$ cat config.mk
export PLATFORM = sky130hd
export DESIGN_NAME = gated_moving_average_scaler
export DESIGN_NICKNAME = d
export VERILOG_FILES = /design/src/sv/gmas_pkg.sv /design/src/sv/gated_moving_average_scaler.sv /design/src/sv/gmas_ring.sv /design/src/sv/gmas_div.sv
export SDC_FILE = /design/constraint.sdc
export NUM_CORES = 2
export LEC_CHECK = 0
export ABC_AREA = 1
export BUFFER_PORTS_ARGS = -buffer_cell sky130_fd_sc_hd__buf_2
export CAP_MARGIN = 20
export CORE_MARGIN = 2
export CORE_UTILIZATION = 40
export DETAILED_ROUTE_END_ITERATION = 8
export GPL_ROUTABILITY_DRIVEN = 0
export PLACE_DENSITY = 0.59
export SYNTH_ARGS = -nofsm -noshare
export SYNTH_HDL_FRONTEND = slang
export SYNTH_SLANG_ARGS = --single-unit
$ cat constraint.sdc
create_clock -name clk -period 7.9 [get_ports clk]
set_input_delay 1.58 -clock clk [delete_from_list [all_inputs] [get_ports clk]]
set_output_delay 1.58 -clock clk [all_outputs]
set_load 0.05 [all_outputs]
$ cat src/sv/gmas_pkg.sv
// Shared types and constants for the gated moving-average scaler.
// No dependencies; imported by every module of the block.
package gmas_pkg;

	localparam int RAW_W       = 16;
	localparam int CODE_W      = 12;
	localparam int CODE_LSB    = 4;
	localparam int CODE_MAX    = (1 << CODE_W) - 1;
	localparam int HIGH_W      = 13;
	localparam int GAIN_W      = 24;
	localparam int OFFSET_W    = 32;
	localparam int CFG_DATA_W  = 32;
	localparam int CFG_IDX_W   = 2;
	localparam int READING_W   = 40;
	localparam int COUNT_OUT_W = 5;
	localparam int DEPTH_DEF   = 16;

	localparam logic [CODE_W-1:0]          LOW_CODE_RST  = 12'd1024;
	localparam logic [HIGH_W-1:0]          HIGH_CODE_RST = 13'd4096;
	localparam logic [GAIN_W-1:0]          GAIN_RST      = 24'd81920;
	localparam logic signed [OFFSET_W-1:0] OFFSET_RST    = 32'sd3355443;

	localparam logic signed [READING_W-1:0] READING_MAX = {1'b0, {(READING_W-1){1'b1}}};
	localparam logic signed [READING_W-1:0] READING_MIN = {1'b1, {(READING_W-1){1'b0}}};

	typedef enum logic [CFG_IDX_W-1:0] {
		REG_LOW_CODE  = 2'd0,
		REG_HIGH_CODE = 2'd1,
		REG_GAIN      = 2'd2,
		REG_OFFSET    = 2'd3
	} cfg_reg_t;

	typedef enum logic [2:0] {
		ST_IDLE,
		ST_READ,
		ST_WRITE,
		ST_MUL,
		ST_DIV,
		ST_FIN
	} state_t;

	// ring memory commands from the sequencer
	typedef struct packed {
		logic rd;
		logic wr;
	} ring_ctrl_t;

endpackage

$ cat src/sv/gated_moving_average_scaler.sv
// Gated moving-average scaler: range gate, sample ring, scaled mean.
// Top level; depends on gmas_pkg, gmas_ring and gmas_div.
//
// Usage notes:
//  - Input channel (in_valid/in_ready, raw_word): code = raw_word[15:4]. The
//    code enters the ring only if low_code < code < high_code.
//  - Output channel (out_valid/out_ready): one item per input item, giving
//    reading = floor(sum*gain/count) + offset (signed Q.24, clamped to 40 bits),
//    accepted, and valid_count (the count of filled ring slots, low 5 bits).
//  - Config port (cfg_we/cfg_index/cfg_data): single-cycle writes, no read-back.
//    Write only while no item is in flight.
//  - One item is worked at a time. PROD_W = SUM_W + 24 is the product width;
//    the serial divider works through it, one quotient bit per cycle. A rejected
//    code skips the ring read/write. No new item is taken until the last result
//    is loaded into the output register.
//  - The result sits in an output register; a stalled receiver holds it there
//    and the next item is accepted and worked meanwhile, waiting only at the end.
//  - Reset clears the ring (valid bits, running sum and count), the write slot
//    and restores the register defaults. No clearing pass is needed.
module gated_moving_average_scaler #(
	parameter int DEPTH = gmas_pkg::DEPTH_DEF
) (
	input  logic                                  clk,
	input  logic                                  arst_n,
	// input channel
	input  logic                                  in_valid,
	output logic                                  in_ready,
	input  logic [gmas_pkg::RAW_W-1:0]            raw_word,
	// output channel
	output logic                                  out_valid,
	input  logic                                  out_ready,
	output logic signed [gmas_pkg::READING_W-1:0] reading,
	output logic                                  accepted,
	output logic [gmas_pkg::COUNT_OUT_W-1:0]      valid_count,
	// config write port
	input  logic                                  cfg_we,
	input  logic [gmas_pkg::CFG_IDX_W-1:0]        cfg_index,
	input  logic [gmas_pkg::CFG_DATA_W-1:0]       cfg_data
);
	import gmas_pkg::*;

	localparam int SUM_W  = $clog2(DEPTH * CODE_MAX + 1);
	localparam int CNT_W  = $clog2(DEPTH + 1);
	localparam int PROD_W = SUM_W + GAIN_W;
	localparam int R_W    = ((PROD_W > READING_W) ? PROD_W : READING_W) + 2;

	// config registers
	logic [CODE_W-1:0]          low_code_q;
	logic [HIGH_W-1:0]          high_code_q;
	logic [GAIN_W-1:0]          gain_q;
	logic signed [OFFSET_W-1:0] offset_q;

	always_ff @(posedge clk or negedge arst_n) begin
		if (!arst_n) begin
			low_code_q  <= LOW_CODE_RST;
			high_code_q <= HIGH_CODE_RST;
			gain_q      <= GAIN_RST;
			offset_q    <= OFFSET_RST;
		end else if (cfg_we) begin
			case (cfg_reg_t'(cfg_index))
				REG_LOW_CODE:  low_code_q  <= cfg_data[CODE_W-1:0];
				REG_HIGH_CODE: high_code_q <= cfg_data[HIGH_W-1:0];
				REG_GAIN:      gain_q      <= cfg_data[GAIN_W-1:0];
				REG_OFFSET:    offset_q    <= $signed(cfg_data[OFFSET_W-1:0]);
				default:       ;
			endcase
		end
	end

	// range gate on the incoming code
	logic [CODE_W-1:0] in_code;
	logic              in_acc;
	logic              in_fire;

	assign in_code = raw_word[CODE_LSB +: CODE_W];
	assign in_acc  = (in_code > low_code_q) && ({1'b0, in_code} < high_code_q);
	assign in_fire = in_valid && in_ready;

	logic [CODE_W-1:0] code_q;
	logic              acc_q;

	always_ff @(posedge clk) begin
		if (in_fire) begin
			code_q <= in_code;
			acc_q  <= in_acc;
		end
	end

	// sequencer
	state_t     state_q, state_nxt;
	ring_ctrl_t ring_ctrl;
	logic       div_start;
	logic       div_done;
	logic       out_load;
	logic       out_valid_q;

	always_ff @(posedge clk or negedge arst_n) begin
		if (!arst_n) begin
			state_q <= ST_IDLE;
		end else begin
			state_q <= state_nxt;
		end
	end

	always_comb begin
		state_nxt = state_q;
		case (state_q)
			ST_IDLE:  if (in_valid) state_nxt = in_acc ? ST_READ : ST_MUL;
			ST_READ:  state_nxt = ST_WRITE;
			ST_WRITE: state_nxt = ST_MUL;
			ST_MUL:   state_nxt = ST_DIV;
			ST_DIV:   if (div_done) state_nxt = ST_FIN;
			ST_FIN:   if (!out_valid_q || out_ready) state_nxt = ST_IDLE;
			default:  state_nxt = ST_IDLE;
		endcase
	end

	always_comb begin
		in_ready     = 1'b0;
		ring_ctrl.rd = 1'b0;
		ring_ctrl.wr = 1'b0;
		div_start    = 1'b0;
		out_load     = 1'b0;
		case (state_q)
			ST_IDLE:  in_ready     = 1'b1;
			ST_READ:  ring_ctrl.rd = 1'b1;
			ST_WRITE: ring_ctrl.wr = 1'b1;
			ST_MUL:   div_start    = 1'b1;
			ST_DIV:   ;
			ST_FIN:   out_load     = !out_valid_q || out_ready;
			default:  ;
		endcase
	end

	// ring with running sum and count
	logic [SUM_W-1:0] ring_sum;
	logic [CNT_W-1:0] ring_count;

	gmas_ring #(
		.DEPTH (DEPTH),
		.SUM_W (SUM_W),
		.CNT_W (CNT_W)
	) u_ring (
		.clk    (clk),
		.arst_n (arst_n),
		.ctrl   (ring_ctrl),
		.code   (code_q),
		.sum    (ring_sum),
		.count  (ring_count)
	);

	// sum*gain feeds the divider's dividend register directly
	logic [PROD_W-1:0] product;
	logic [CNT_W-1:0]  divisor;
	logic [PROD_W-1:0] quotient;

	assign product = {{GAIN_W{1'b0}}, ring_sum} * {{SUM_W{1'b0}}, gain_q};
	assign divisor = (ring_count == '0) ? CNT_W'(1) : ring_count;

	gmas_div #(
		.N (PROD_W),
		.D (CNT_W)
	) u_div (
		.clk      (clk),
		.arst_n   (arst_n),
		.start    (div_start),
		.dividend (product),
		.divisor  (divisor),
		.quotient (quotient),
		.done     (div_done)
	);

	// offset and clamp
	logic signed [R_W-1:0]       r_sum;
	logic signed [R_W-1:0]       r_max;
	logic signed [R_W-1:0]       r_min;
	logic signed [READING_W-1:0] r_sat;

	assign r_max = R_W'(READING_MAX);
	assign r_min = R_W'(READING_MIN);
	assign r_sum = R_W'($signed({1'b0, quotient})) + R_W'(offset_q);

	always_comb begin
		if (r_sum > r_max) begin
			r_sat = READING_MAX;
		end else if (r_sum < r_min) begin
			r_sat = READING_MIN;
		end else begin
			r_sat = r_sum[READING_W-1:0];
		end
	end

	// output register
	logic signed [READING_W-1:0] reading_q;
	logic                        accepted_q;
	logic [COUNT_OUT_W-1:0]      valid_count_q;

	always_ff @(posedge clk or negedge arst_n) begin
		if (!arst_n) begin
			out_valid_q <= 1'b0;
		end else if (out_load) begin
			out_valid_q <= 1'b1;
		end else if (out_ready) begin
			out_valid_q <= 1'b0;
		end
	end

	always_ff @(posedge clk) begin
		if (out_load) begin
			reading_q     <= r_sat;
			accepted_q    <= acc_q;
			valid_count_q <= COUNT_OUT_W'(ring_count);
		end
	end

	assign out_valid   = out_valid_q;
	assign reading     = reading_q;
	assign accepted    = accepted_q;
	assign valid_count = valid_count_q;

	// checks
	a_count_bound: assert property (@(posedge clk) disable iff (!arst_n)
		ring_count <= CNT_W'(DEPTH))
		else $error("ring count above depth");

	a_wr_only_acc: assert property (@(posedge clk) disable iff (!arst_n)
		ring_ctrl.wr |-> acc_q)
		else $error("ring written for a rejected code");

	a_div_done_state: assert property (@(posedge clk) disable iff (!arst_n)
		div_done |-> (state_q == ST_DIV))
		else $error("divider finished outside its wait state");

	a_one_in_flight: assert property (@(posedge clk) disable iff (!arst_n)
		in_fire |=> !in_ready)
		else $error("second item taken while one is in flight");

endmodule

$ cat src/sv/gmas_ring.sv
// Sample ring: one-port code memory with per-slot valid bits, write pointer
// and running sum/count kept by read-modify-write. Depends on gmas_pkg.
module gmas_ring #(
	parameter int DEPTH = gmas_pkg::DEPTH_DEF,
	parameter int SUM_W = $clog2(DEPTH * gmas_pkg::CODE_MAX + 1),
	parameter int CNT_W = $clog2(DEPTH + 1)
) (
	input  logic                        clk,
	input  logic                        arst_n,
	input  gmas_pkg::ring_ctrl_t        ctrl,
	input  logic [gmas_pkg::CODE_W-1:0] code,
	output logic [SUM_W-1:0]            sum,
	output logic [CNT_W-1:0]            count
);
	import gmas_pkg::*;

	localparam int SLOT_W = $clog2(DEPTH);

	logic [CODE_W-1:0] mem [DEPTH];
	logic [CODE_W-1:0] rd_data_s1;
	logic [DEPTH-1:0]  valid_q;
	logic [SLOT_W-1:0] slot_q;
	logic [SUM_W-1:0]  sum_q;
	logic [CNT_W-1:0]  count_q;
	logic [CODE_W-1:0] old_code;

	always_ff @(posedge clk) begin
		if (ctrl.rd) begin
			rd_data_s1 <= mem[slot_q];
		end
		if (ctrl.wr) begin
			mem[slot_q] <= code;
		end
	end

	// a never-written slot reads as zero
	assign old_code = valid_q[slot_q] ? rd_data_s1 : '0;

	always_ff @(posedge clk or negedge arst_n) begin
		if (!arst_n) begin
			valid_q <= '0;
			slot_q  <= '0;
			sum_q   <= '0;
			count_q <= '0;
		end else if (ctrl.wr) begin
			valid_q[slot_q] <= 1'b1;
			sum_q <= sum_q - SUM_W'(old_code) + SUM_W'(code);
			if (!valid_q[slot_q]) begin
				count_q <= count_q + 1'b1;
			end
			slot_q <= (slot_q == SLOT_W'(DEPTH - 1)) ? '0 : slot_q + 1'b1;
		end
	end

	assign sum   = sum_q;
	assign count = count_q;

endmodule

$ cat src/sv/gmas_div.sv
// Serial restoring divider, one quotient bit per cycle.
// Depends on gmas_pkg (style only); used by the top level for the mean.
module gmas_div #(
	parameter int N = 40,
	parameter int D = 5
) (
	input  logic         clk,
	input  logic         arst_n,
	input  logic         start,
	input  logic [N-1:0] dividend,
	input  logic [D-1:0] divisor,
	output logic [N-1:0] quotient,
	output logic         done
);
	import gmas_pkg::*;

	localparam int CW = $clog2(N + 1);

	logic          busy_q;
	logic          done_q;
	logic [CW-1:0] cnt_q;
	logic [D-1:0]  rem_q;
	logic [D-1:0]  div_q;
	logic [N-1:0]  quo_q;
	logic [D:0]    rem_sh;
	logic [D+1:0]  diff;

	assign rem_sh = {rem_q, quo_q[N-1]};
	assign diff   = {1'b0, rem_sh} - {2'b0, div_q};

	always_ff @(posedge clk or negedge arst_n) begin
		if (!arst_n) begin
			busy_q <= 1'b0;
			done_q <= 1'b0;
			cnt_q  <= '0;
		end else begin
			done_q <= busy_q && (cnt_q == CW'(1));
			if (start) begin
				busy_q <= 1'b1;
				cnt_q  <= CW'(N);
			end else if (busy_q) begin
				cnt_q <= cnt_q - 1'b1;
				if (cnt_q == CW'(1)) begin
					busy_q <= 1'b0;
				end
			end
		end
	end

	always_ff @(posedge clk) begin
		if (start) begin
			quo_q <= dividend;
			rem_q <= '0;
			div_q <= divisor;
		end else if (busy_q) begin
			if (!diff[D+1]) begin
				rem_q <= diff[D-1:0];
				quo_q <= {quo_q[N-2:0], 1'b1};
			end else begin
				rem_q <= rem_sh[D-1:0];
				quo_q <= {quo_q[N-2:0], 1'b0};
			end
		end
	end

	assign quotient = quo_q;
	assign done     = done_q;

endmodule

==> results.sh <==
export IMPL_diodes=0
export IMPL_chipHeight_um=301
export IMPL_cts_tree="built"
export IMPL_worstPathArrival_ps=7260
export IMPL_layout_nets=4738
export IMPL_yosys_warnings=0
export IMPL_start_util=0.405
export IMPL_clkTransAtPathRegs_ps=60
export IMPL_drv_cap=0
export IMPL_areaGrowthSynthToFinish_pct=9.44
export IMPL_synth_edf_count=308
export IMPL_grt_max_degree=75
export IMPL_fin_ws_ps=998
export IMPL_synthArstFlopShare=0.300
export IMPL_drc=0
export IMPL_syn_nets=4712
export IMPL_grt_pass1_wl_um=147000
export IMPL_synth_seq_area_share=0.360
export IMPL_postLayoutCoreUtil=0.443
export IMPL_vias_per_cell=5.05
export IMPL_place_ws_ps=1190
export IMPL_synthFlopType="edfxtp_1"
export IMPL_fin_setup_tns_ps=0
export IMPL_io_buffers=98
export IMPL_core_area_um2=87200
export IMPL_drive_gt1_frac=0.0750
export IMPL_rsz0062_at_grt="false"
export IMPL_place_hpwl_um=69800
export IMPL_status="completed"
export IMPL_setup_viol=0
export IMPL_die_w_um=301
export IMPL_clock_root_buffer="clkbuf_16"
export IMPL_most_common_layout_cells="nand2_1 (1018), inv_1 (832), fa_1 (320)"
export IMPL_antenna_found_initial=1
export IMPL_grt_pass1_vias=26800
export IMPL_htree_levels=2
export IMPL_drt_iter0_drc=2072
export IMPL_overflow=0
export IMPL_cts_made_buffers=48
export IMPL_grt_usage=0.207
export IMPL_ant_nets=0
export IMPL_end_kind="register"
export IMPL_slew_violations=0
export IMPL_required_ps=8250
export IMPL_critPathMaxFanout=17
export IMPL_fin_crit_ps=6900
export IMPL_fin_skew_ps=43.2
export IMPL_syn_area_um2=35300
export IMPL_cts_hold_buf=0
export IMPL_cp_start_kind="register"
export IMPL_post_route_period_util=0.874
export IMPL_rows=108
export IMPL_criticalPathCategory="reg -> reg"
export IMPL_hold_violations=0
export IMPL_final_common_cell="nand2_1"
export IMPL_fmax_mhz=145
export IMPL_clk_latency_ps=640
export IMPL_cts_path_max_buffers=3
export IMPL_syn_instance_count=4132
export IMPL_timing_slew_headroom=0.360
export IMPL_nFillCells=8734
export IMPL_synth_cell_type_count=49
export IMPL_cts_sinks=447
export IMPL_wl_per_cell_um=17.2
export IMPL_post_cts_resized=0
export IMPL_cts_setup_buffers=0
export IMPL_dr_pass1_iters=8
export IMPL_syn_avg_cell_area_um2=8.54
export IMPL_wl_um=92100
export IMPL_min_path_type="reg -> reg"
export IMPL_synth_seq_cells=447
export IMPL_tightest_slew_ps=960
export IMPL_num_vias=27000
export IMPL_die_area_um2=90600
export IMPL_ios=103
==> cell usage after synthesis, types with 22 or more instances <==
master    number  area (µm²)
xor2_1        33         289
nor2_1       301        1130
nor3_1        26         130
edfxtp_1     308        9250
dfrtp_1      118        2950
a21oi_1      127         636
o21ai_0      293        1470
nand4_1       36         225
nand3_1       98         490
fa_1         320        6410
xnor2_1       28         245
a31oi_1       22         138
o22ai_1       52         325
clkbuf_1     163         612
nand2_1     1018        3820
ha_1         205        2560
inv_1        832        3120
==> area by class of cell <==
cell class	instances	area [µm²]	share of cell area
inverters	843	3160	0.0819
well taps	1155	1450	0.0374
repair buffers	149	963	0.0249
clock inverters	34	343	0.00887
multi-input cells	2669	18800	0.485
flip-flops and latches	447	12700	0.329
clock buffers	56	1240	0.0321
==> sequential cells by signal (all words and copies together) (netlist names), 12 cells and up <==
register / flops
code_q: 12
gain_q: 24
high_code_q: 13
low_code_q: 12
offset_q: 32
reading: 40
u_div.quotient: 40
u_ring.mem: 192
u_ring.rd_data_s1: 12
u_ring.sum: 16
u_ring.valid_q: 16
==> kinds of logic after synthesis <==
| logic type | after synthesis | share of synthesized area |
|---|---|---|
| and+or+nand+nor | 1536 | 0.176 |
| buffers and inverters | 1016 | 0.109 |
| AOI/OAI and AO/OA | 540 | 0.0830 |
| adders and majority gates | 525 | 0.254 |
| DFF | 447 | 0.360 |
| xor gates and xnor gates | 61 | 0.0151 |
| muxes | 7 | 0.00223 |
==> stage by stage <==
step                hold slack (ps)  std cells  cell area, µm²
finish                          426       5353           38600
global route                    446       5353           38600
CTS                             427       5348           38500
detailed placement              411       5258           36900
global placement                404       5257           36900
floorplan                       400       4132           35300
==> critical path: stages (launching register included) <==
cell	delay, ps
dfrtp_1	890
nand2_1	170
fa_1	570
fa_1	450
fa_1	520
inv_1	50
fa_1	480
fa_1	550
inv_1	50
fa_1	520
inv_1	40
ha_1	350
nand2_1	140
nor4_1	800
nand2_1	100
nand2_1	240
a21o_1	270
nand2_1	130
nand2_1	70
nand2_1	50
nand3_1	90
nand2_1	70
==> layer usage <==
layer  up-vias  routed length, µm  track usage
met5         -                  0            0
met4         0               1960       0.0492
met3       113               5600       0.0218
met2       782              41900        0.333
met1     13200              42600        0.300
li1      12900                  -            -
==> path summary, 6_finish.rpt <==
check,from,to,slack [ps],cells past startpoint
max in group asynchronous,arst_n,offset_q[6],5450,2
min in group asynchronous,arst_n,u_ring.valid_q[0],940,1
setup reg to reg,gain_q[11],u_div.quotient[34],1000,21
setup / recovery,gain_q[11],u_div.quotient[34],1000,21
hold / removal,acc_q,accepted,430,0
hold reg to reg,acc_q,accepted,430,0
Power is not shown: default switching activity piles up to over one toggle a cycle in this logic, so the estimate is an artifact.
